==> config.mk <==
export PLATFORM = sky130hd
export DESIGN_NAME = deblock_edge_line_filter_unit_flat
export DESIGN_NICKNAME = d
export VERILOG_FILES = /design/src/rtl/core/dblf_pkg.sv /design/src/rtl/core/dblf_if.sv /design/src/rtl/core/deblock_edge_line_filter_unit.sv /design/src/flat_wrapper.sv
export SDC_FILE = /design/constraint.sdc
export NUM_CORES = 1
export LEC_CHECK = 0
export BUFFER_PORTS_ARGS = -buffer_cell sky130_fd_sc_hd__buf_2
export CAP_MARGIN = 20
export CORE_ASPECT_RATIO = 0.7
export CORE_MARGIN = 2
export CORE_UTILIZATION = 40
export DETAILED_ROUTE_END_ITERATION = 6
export HOLD_SLACK_MARGIN = 0.1
export PLACE_DENSITY = 0.7
export SETUP_SLACK_MARGIN = 0.15
export SYNTH_ARGS = -nofsm -noshare
export SYNTH_HDL_FRONTEND = slang
export SYNTH_SLANG_ARGS = --single-unit
==> constraint.sdc <==
create_clock -name clk -period 15.55 [get_ports clk]
set_input_delay 3.11 -clock clk [delete_from_list [all_inputs] [get_ports clk]]
set_output_delay 3.11 -clock clk [all_outputs]
set_load 0.1 [all_outputs]
==> src/rtl/core/dblf_pkg.sv <==
`timescale 1ns / 1ps
// ----------------------------------------------------------------------------
// dblf_pkg: shared types and constants of the deblocking edge line filter
// Request and result payload structs, configuration register indexes and
// sample and depth limits.
// ----------------------------------------------------------------------------
package dblf_pkg;

  localparam int unsigned SampleWidth = 12;
  localparam int unsigned StrengthWidth = 8;
  localparam int unsigned DepthWidth = 3;
  localparam int unsigned CfgIndexWidth = 1;

  // Depth codes above this saturate to 12-bit samples
  localparam logic [DepthWidth-1:0] MaxDepthMinus8 = 3'd4;

  // Configuration register indexes
  typedef enum logic [CfgIndexWidth-1:0] {
    REG_LUMA_DEPTH   = 1'b0,
    REG_CHROMA_DEPTH = 1'b1
  } cfg_index_t;

  // Filter command
  typedef enum logic {
    CMD_LUMA   = 1'b0,
    CMD_CHROMA = 1'b1
  } command_t;

  typedef logic [SampleWidth-1:0] sample_t;

  typedef struct packed {
    command_t                 command;
    logic [StrengthWidth-1:0] strength;
    sample_t                  sample_p1;
    sample_t                  sample_p0;
    sample_t                  sample_q0;
    sample_t                  sample_q1;
  } line_req_t;

  typedef struct packed {
    sample_t out_p1;
    sample_t out_p0;
    sample_t out_q0;
    sample_t out_q1;
  } line_res_t;

endpackage

==> src/rtl/core/dblf_if.sv <==
`timescale 1ns / 1ps
// ----------------------------------------------------------------------------
// dblf_req_if / dblf_res_if: valid-ready channels of the edge line filter
// One carries a line of samples to filter, the other the filtered line.
// ----------------------------------------------------------------------------
interface dblf_req_if
  import dblf_pkg::*;
  ();
  logic      valid;
  logic      ready;
  line_req_t payload;

  modport source (output valid, output payload, input ready);
  modport sink (input valid, input payload, output ready);
endinterface

interface dblf_res_if
  import dblf_pkg::*;
  ();
  logic      valid;
  logic      ready;
  line_res_t payload;

  modport source (output valid, output payload, input ready);
  modport sink (input valid, input payload, output ready);
endinterface

==> src/rtl/core/deblock_edge_line_filter_unit.sv <==
`timescale 1ns / 1ps
// ----------------------------------------------------------------------------
// deblock_edge_line_filter_unit: one-line deblocking filter across an edge
// Filters p1 p0 | q0 q1 with a strength ramp, luma or chroma mode, and
// clamps the filtered samples to the configured bit depth.
// ----------------------------------------------------------------------------
//
//  channel  | dir | handshake     | content
//  ---------+-----+---------------+------------------------------------------
//  req      | in  | valid / ready | command, strength, p1 p0 q0 q1
//  res      | out | valid / ready | filtered p1 p0 q0 q1
//  cfg      | in  | cfg_we        | cfg_index selects luma/chroma depth
//
//  A line passes an input register, then the filter arithmetic into the
//  result register. One line is accepted every cycle unless res stalls. On
//  a result stall both registers hold their lines; the input register keeps
//  taking requests as long as it is empty or the result register is free or
//  being drained. rst clears the valid flags and sets both depths to 8 bits.
//
module deblock_edge_line_filter_unit
  import dblf_pkg::*;
(
  input  logic                     clk,
  input  logic                     rst,
  dblf_req_if.sink                 req,
  dblf_res_if.source               res,
  input  logic                     cfg_we,
  input  logic [CfgIndexWidth-1:0] cfg_index,
  input  logic [DepthWidth-1:0]    cfg_data
);

  // Clamp a signed working value into [0, maxv]
  function automatic sample_t clamp_px(input logic signed [15:0] v, input sample_t maxv);
    logic signed [15:0] hi;
    hi = signed'({4'b0, maxv});
    if (v < 16'sd0) begin
      return '0;
    end else if (v > hi) begin
      return maxv;
    end else begin
      return v[SampleWidth-1:0];
    end
  endfunction

  logic [DepthWidth-1:0] luma_depth;
  logic [DepthWidth-1:0] chroma_depth;

  logic      s1_valid;
  line_req_t s1;
  logic      s1_advance;

  logic      out_valid;
  line_res_t out_data;
  line_res_t out_data_next;

  // Configuration registers
  always_ff @(posedge clk) begin
    if (rst) begin
      luma_depth   <= '0;
      chroma_depth <= '0;
    end else if (cfg_we) begin
      unique case (cfg_index_t'(cfg_index))
        REG_LUMA_DEPTH:   luma_depth   <= cfg_data;
        REG_CHROMA_DEPTH: chroma_depth <= cfg_data;
        default: ;
      endcase
    end
  end

  // Pipeline flow control
  assign s1_advance = !out_valid || res.ready;
  assign req.ready  = !s1_valid || s1_advance;

  // Input register
  always_ff @(posedge clk) begin
    if (rst) begin
      s1_valid <= 1'b0;
    end else if (req.ready) begin
      s1_valid <= req.valid;
    end
  end

  always_ff @(posedge clk) begin
    if (req.valid && req.ready) begin
      s1 <= req.payload;
    end
  end

  // Filter arithmetic
  logic [DepthWidth-1:0] dm8_raw;
  logic [DepthWidth-1:0] dm8;
  sample_t               st;
  sample_t               maxv;
  logic signed [15:0]    a_s, b_s, c_s, d_s;
  logic signed [15:0]    grad;
  logic signed [15:0]    d_q;
  sample_t               mag;
  logic signed [13:0]    over;
  logic [12:0]           ramp;
  sample_t               mag2;
  logic signed [15:0]    d1;
  logic signed [15:0]    outer;
  logic signed [15:0]    outer_q;
  logic signed [15:0]    lim;
  logic signed [15:0]    d2;

  always_comb begin
    dm8_raw = (s1.command == CMD_CHROMA) ? chroma_depth : luma_depth;
    dm8     = (dm8_raw > MaxDepthMinus8) ? MaxDepthMinus8 : dm8_raw;
    st      = sample_t'({4'b0, s1.strength}) << dm8;
    maxv    = sample_t'('1) >> (MaxDepthMinus8 - dm8);

    a_s = signed'({4'b0, s1.sample_p1});
    b_s = signed'({4'b0, s1.sample_p0});
    c_s = signed'({4'b0, s1.sample_q0});
    d_s = signed'({4'b0, s1.sample_q1});

    // d = (A - 4B + 4C - D) / 8, truncating toward zero
    grad = a_s - (b_s <<< 2) + (c_s <<< 2) - d_s;
    d_q  = (grad + (grad[15] ? 16'sd7 : 16'sd0)) >>> 3;
    mag  = d_q[15] ? SampleWidth'(-d_q) : d_q[SampleWidth-1:0];

    // Ramp: |d1| = max(0, |d| - max(0, 2(|d| - st)))
    over = signed'({2'b0, mag}) - signed'({2'b0, st});
    ramp = (over > 14'sd0) ? {over[11:0], 1'b0} : '0;
    mag2 = ({1'b0, mag} > ramp) ? SampleWidth'({1'b0, mag} - ramp) : '0;
    d1   = d_q[15] ? -signed'({4'b0, mag2}) : signed'({4'b0, mag2});

    // Outer correction: clip((A - D) / 4, +-|d1|/2)
    outer   = a_s - d_s;
    outer_q = (outer + (outer[15] ? 16'sd3 : 16'sd0)) >>> 2;
    lim     = signed'({5'b0, mag2[SampleWidth-1:1]});
    if (outer_q > lim) begin
      d2 = lim;
    end else if (outer_q < -lim) begin
      d2 = -lim;
    end else begin
      d2 = outer_q;
    end

    // Zero strength passes everything; chroma leaves the outer samples alone
    out_data_next.out_p1 = s1.sample_p1;
    out_data_next.out_p0 = s1.sample_p0;
    out_data_next.out_q0 = s1.sample_q0;
    out_data_next.out_q1 = s1.sample_q1;
    if (st != '0) begin
      out_data_next.out_p0 = clamp_px(b_s + d1, maxv);
      out_data_next.out_q0 = clamp_px(c_s - d1, maxv);
      if (s1.command == CMD_LUMA) begin
        out_data_next.out_p1 = clamp_px(a_s - d2, maxv);
        out_data_next.out_q1 = clamp_px(d_s + d2, maxv);
      end
    end
  end

  // Result register
  always_ff @(posedge clk) begin
    if (rst) begin
      out_valid <= 1'b0;
    end else if (s1_advance) begin
      out_valid <= s1_valid;
    end
  end

  always_ff @(posedge clk) begin
    if (s1_advance && s1_valid) begin
      out_data <= out_data_next;
    end
  end

  assign res.valid   = out_valid;
  assign res.payload = out_data;

endmodule
==> src/flat_wrapper.sv <==
// flat-port wrapper written by rule: the top's interface ports become plain ports
module deblock_edge_line_filter_unit_flat import dblf_pkg::*;
  (clk, rst, cfg_we, cfg_index, cfg_data, req_valid, req_payload, req_ready, res_valid, res_payload, res_ready);
  dblf_req_if req_i ();
  dblf_res_if res_i ();
  input  logic clk;
  input  logic rst;
  input  logic cfg_we;
  input  logic [CfgIndexWidth-1:0] cfg_index;
  input  logic [DepthWidth-1:0] cfg_data;
  input wire logic [$bits(req_i.valid)-1:0] req_valid;
  input wire logic [$bits(req_i.payload)-1:0] req_payload;
  output wire logic [$bits(req_i.ready)-1:0] req_ready;
  output wire logic [$bits(res_i.valid)-1:0] res_valid;
  output wire logic [$bits(res_i.payload)-1:0] res_payload;
  input wire logic [$bits(res_i.ready)-1:0] res_ready;
  assign req_i.valid = req_valid;
  assign req_i.payload = req_payload;
  assign req_ready = req_i.ready;
  assign res_valid = res_i.valid;
  assign res_payload = res_i.payload;
  assign res_i.ready = res_ready;
  deblock_edge_line_filter_unit u_core (.clk(clk), .rst(rst), .req(req_i), .res(res_i), .cfg_we(cfg_we), .cfg_index(cfg_index), .cfg_data(cfg_data));
endmodule
# --- After elaboration in Yosys (flattened, before gate mapping) ---
# Cells that the tools add are included.
classes:
  add_sub_neg: 16
  mul: 0
  div_mod_pow: 0
  order_cmp: 13
  n_eq_ne: 0
  n_shift: 2
  mux: 21
  bitwise: 1
  n_reduce_logical: 9
op_table:
  columns: ["cell", "count"]
  rows:
  - ["$mux 12", 12]
  - ["$gt 16x13->1", 4]
  - ["$lt 16x1->1 const B", 4]
  - ["$mux 16", 3]
  - ["$mux 48", 1]
  - ["$add 13x16->16", 2]
  - ["$sub 13x16->16", 2]
  - ["$sub 12x12->13", 2]
  - ["$add 16x15->16", 1]
  - ["$add 16x4->16", 1]
  - ["$lt 14x16->1", 1]
  - ["$neg 11->16", 1]
  - ["$neg 12->16", 1]
  - ["$sub 16x13->16", 1]
  - ["$sub 12x14->15", 1]
  - ["$add 13x3->14", 1]
  - ["$gt 14x1->1 const B", 1]
  - ["$gt 14x12->1", 1]
  - ["$gt 12x13->1", 1]
  - ["$mux 13", 1]
  - ["$neg 12->12", 1]
  - ["$reduce_bool 12->1", 1]
  - ["$shl 8x3->12", 1]
  - ["$shr 12x3->12 const A", 1]
  - ["10 further kinds", 16]
word_totals:
  ff_bits: 113
  latchBits: 0
  ram_bits: 0
  romBits: 0
  in_bits: 66
  output_inout_bits: 50
  word_cells: 76
  memories: 0

# --- Longest topological paths before layout ---
depth:
  word_depth: 22
  depth_mapped: 91
  ltp_nobuf: 88

# --- Worst setup path after synthesis ---
# Ideal clock, no wire load.
synth_path:
  path_type: "register -> register"
  startpoint: "register u_core.s1 (netlist bit u_core.a_s[2])"
  endpoint: "register u_core.out_data (netlist bit u_core.res.payload[44]), data pin"
  setup_ns: 0.257
  arrival_time_ns: 15.718
  t_required_ns: 15.293
  path_slack_ns: -0.425
  path_stages_with_launch: 83
  path_buffers: 4
  period_less_slack_ns: 15.975
  cell_sequence: "edfxtp_1 inv_1 ha_1 fa_1 nor2b_1 o21ai_0 nand2b_1 a21o_1 a21o_1 a21o_1 a21o_1 a21o_1 a21oi_1 xnor2_1 ha_1 inv_1 ha_1 a211oi_2 [... 47 more ...] inv_1 ha_1 nor2b_1 o21ai_0 nand2b_1 a311o_1 xor2_1 ha_1 a21o_1 a21o_1 a211oi_1 o21bai_1 a21oi_1 a31oi_1 or2b_1 o32ai_4 mux2_4 a22o_2"
synth_rtl:
  columns: ["item", "line", "text"]
  rows:
  - ["start, declared", "deblock_edge_line_filter_unit.sv:49", "line_req_t s1;"]
  - ["start signal, assigned", "deblock_edge_line_filter_unit.sv:85", "s1 <= req.payload;"]
  - ["end signal, assigned", "deblock_edge_line_filter_unit.sv:167", "out_data <= out_data_next;"]
  - ["end, declared", "deblock_edge_line_filter_unit.sv:53", "line_res_t out_data;"]

==> impl_metrics.csv <==
group,metric,value,unit
outcome,status,"finished with violations",
outcome,violations,"DRC",
die,initial_core_util,40.9,%
yosys,syn-mean-instance-area,8.79,sq um
global_route,grt_max_degree,58,
routing,drt_iter0_drc,1377,
cts,hold_buffers,0,
routing,routed_wl,46.2,mm
timing,min_period,15020,ps
placement,portBuffers,115,
routing,ant_nets,0,
yosys,synth_top_flop_cell,"edfxtp_1",
timing,tns,0,ps
placement,routabilityCongestion,1.00,
cts,cts_max_path_buffers,2,
routing,first_pass_iters,7,
die,die_height,157,microns
timing,slew-limit-headroom,35.5,%
timing,worst_slack,532,ps
yosys,ys_types,110,
cells_and_area,fin_util,50.6,%
critical_path,crit_top_cell,"buf_4",
cells_and_area,drive_gt1_share,26.4,%
yosys,syn_nets,1771,
critical_path,cpMaxStageDelayCell,"or3_1",
global_route,gr-total-overflow,0,
cells_and_area,layout_common_cells,"ha_1, nand2_1, buf_2, buf_4, edfxtp_1",
placement,dp.final_hpwl,35.1,mm
timing,setup_viol,0,
global_route,antenna_found_initial,0,
cts,cts.sinks,113,
global_route,grt_pass1_wl,68.6,mm
yosys,synth_top_cell_by_area,"edfxtp_1",
critical_path,end_kind,"flop",
yosys,postSynthCellCount,1514,
timing,final_max_slew_viol_count,0,
timing,fmax,66.6,MHz
timing,worstMarginPinSlew,961,ps
yosys,ys_seq_area_share,24.9,%
yosys,synthArstFlopShare,0,%
cells_and_area,syn2layout_area_growth,23.7,%
yosys,ys_seq_elements,113,
cells_and_area,nets,1983,
routing,via_count,13000,
cts,clk_pin_slew_worst_paths,60,ps
cts,cts_max_level,4,
global_route,grt_pass1_vias,12200,
critical_path,worst-path-max-fanout,10,
timing,hold_viol_final,0,
yosys,syn_area,13300,sq um
worst_hold_path,hp-class,"flop to flop",
critical_path,required,15740,ps
die,dieWidth,222,microns
critical_path,critPathMaxStageDelay,490,ps
yosys,yosys_warnings,0,
die,dieArea,34800,sq um
worst_hold_path,holdPathStages,2,
routing,drc_errors,1,
routing,wl_per_cell,21.3,microns
critical_path,crit_arrival,15210,ps
timing,post-route-period-util,96.6,%
cells_and_area,final_common_cell,"ha_1",
placement,dpl_worst_slack,-670,ps
run,cap_viol_max_count,0,
yosys,synth_edf_count,105,
global_route,track_usage,25.7,%
critical_path,reg2reg_depth,78,
cts,cts_buffers,17,
critical_path,path_class,"flop to flop",
cts,clk_latency,450,ps
die,num_rows,55,
critical_path,start_kind,"flop",
cts,cts_tree,"yes",
timing,skew,16.1,ps
yosys,netlist_top_cells_area,"edfxtp_1, ha_1, xnor2_1",
cells_and_area,antenna_cells,0,
die,fp.coreArea,32600,sq um
cts,cts-root-buf,"clkbuf_16",
yosys,synth.top_cell.area_share,23.7,%
routing,viasPerCell,5.99,
die,ioPinCount,116,
[kinds of logic after synthesis]
group / after synthesis / synth area share [%]
AOI/OAI and AO/OA: 433 / 22.4
muxes: 51 / 4.02
DFF: 113 / 24.9
adders and majority gates: 191 / 19.0
xor gates and xnor gates: 100 / 6.64
buffers and inverters: 154 / 4.82
and+or+nand+nor: 472 / 18.2
[path summary, 6_finish.rpt]
kind / from / endpoint / slack (ps)
worst min-delay path: u_core.chroma_depth[0]$_SDFFE_PP0P_ / u_core.chroma_depth[0]$_SDFFE_PP0P_ / 470
worst max-delay path: u_core.b_s[1]$_DFFE_PP_ / u_core.res.payload[44]$_DFFE_PP_ / 530
worst max register to register: u_core.b_s[1]$_DFFE_PP_ / u_core.res.payload[44]$_DFFE_PP_ / 530
worst min register to register: u_core.chroma_depth[0]$_SDFFE_PP0P_ / u_core.chroma_depth[0]$_SDFFE_PP0P_ / 470
[worst max-delay path, delay by kind of cell (launching register included)]
kind | cells | cell delay (ps)
and+or+nand+nor | 18 | 2750
AOI/OAI and AO/OA | 33 | 5900
muxes | 1 | 330
buffers and inverters | 11 | 1510
adders and majority gates | 10 | 2920
DFF | 1 | 380
xor gates and xnor gates | 5 | 930
[state kept, by name, summed over array words and instances, names as in the netlist]
| signal | cells |
|---|---|
| u_core.a_s | 12 |
| u_core.s1_valid | 1 |
| u_core.d_s | 12 |
| u_core.s1 | 9 |
| u_core.c_s | 12 |
| u_core.luma_depth | 3 |
| u_core.res.valid | 1 |
| u_core.res.payload | 48 |
| u_core.chroma_depth | 3 |
| u_core.b_s | 12 |
[cell type report]
class	instances	area [sq um]
inverters	116	435
well taps	427	534
repair buffers	230	1470
fillers	2936	16100
multi-input cells	1248	10200
clock inverters	13	114
clock buffers	19	433
flip-flops and latches	113	3310
[metrics by stage]
stage	instances	area [sq um]	hold slack, ps
6_report	2166	16500	466
2_1_floorplan	1514	13300	437
3_3_place_gp	2094	14800	450
4_1_cts	2145	15600	466
5_1_grt	2166	16500	506
3_5_place_dp	2094	14800	459
[per-layer routing]
metal | share of wire (%) | wire length (microns) | vias up | GRT usage, %
met5 | 0 | 0 | - | 0
met4 | 4.2 | 1930 | 0 | 11.1
met3 | 9.9 | 4580 | 115 | 4.49
met2 | 42 | 19500 | 678 | 38.5
met1 | 44 | 20100 | 6200 | 36.4
li1 | - | - | 5992 | -
[synthesized netlist by cell type (5+ instances only)]
cell	count
nand4_1	15
a21oi_1	100
a21o_1	42
nor4_1	9
nand3_1	34
o21ai_0	87
buf_6	5
fa_1	19
o22ai_1	7
nor3b_1	5
and3_1	13
nor2b_1	34
dfxtp_1	8
buf_2	10
nand2b_1	34
o21ai_1	25
mux2i_1	44
xnor2_1	60
inv_1	112
o21a_1	26
o31ai_1	9
a221oi_1	6
a22o_1	7
nor3_1	28
a21boi_0	9
clkbuf_1	18
or3_1	9
o21bai_1	8
ha_1	172
and2_1	13
nor2_1	111
a211oi_1	11
a31oi_1	11
a211o_1	6
edfxtp_1	105
xor2_1	39
o211ai_1	7
or2_2	11
nand2_1	125
[what timing repair did]
action | 4_1_cts | 5_1_grt
gates cloned | 0 | 1
pin swaps | 18 | 77
setup endpoints to repair | 24 | 33
gates resized for setup | 44 | 143
buffers inserted | 19 | 20
Power is left out: the tool's default activity adds up to more than one toggle a clock period on the data nets, which glitch-free logic cannot reach.
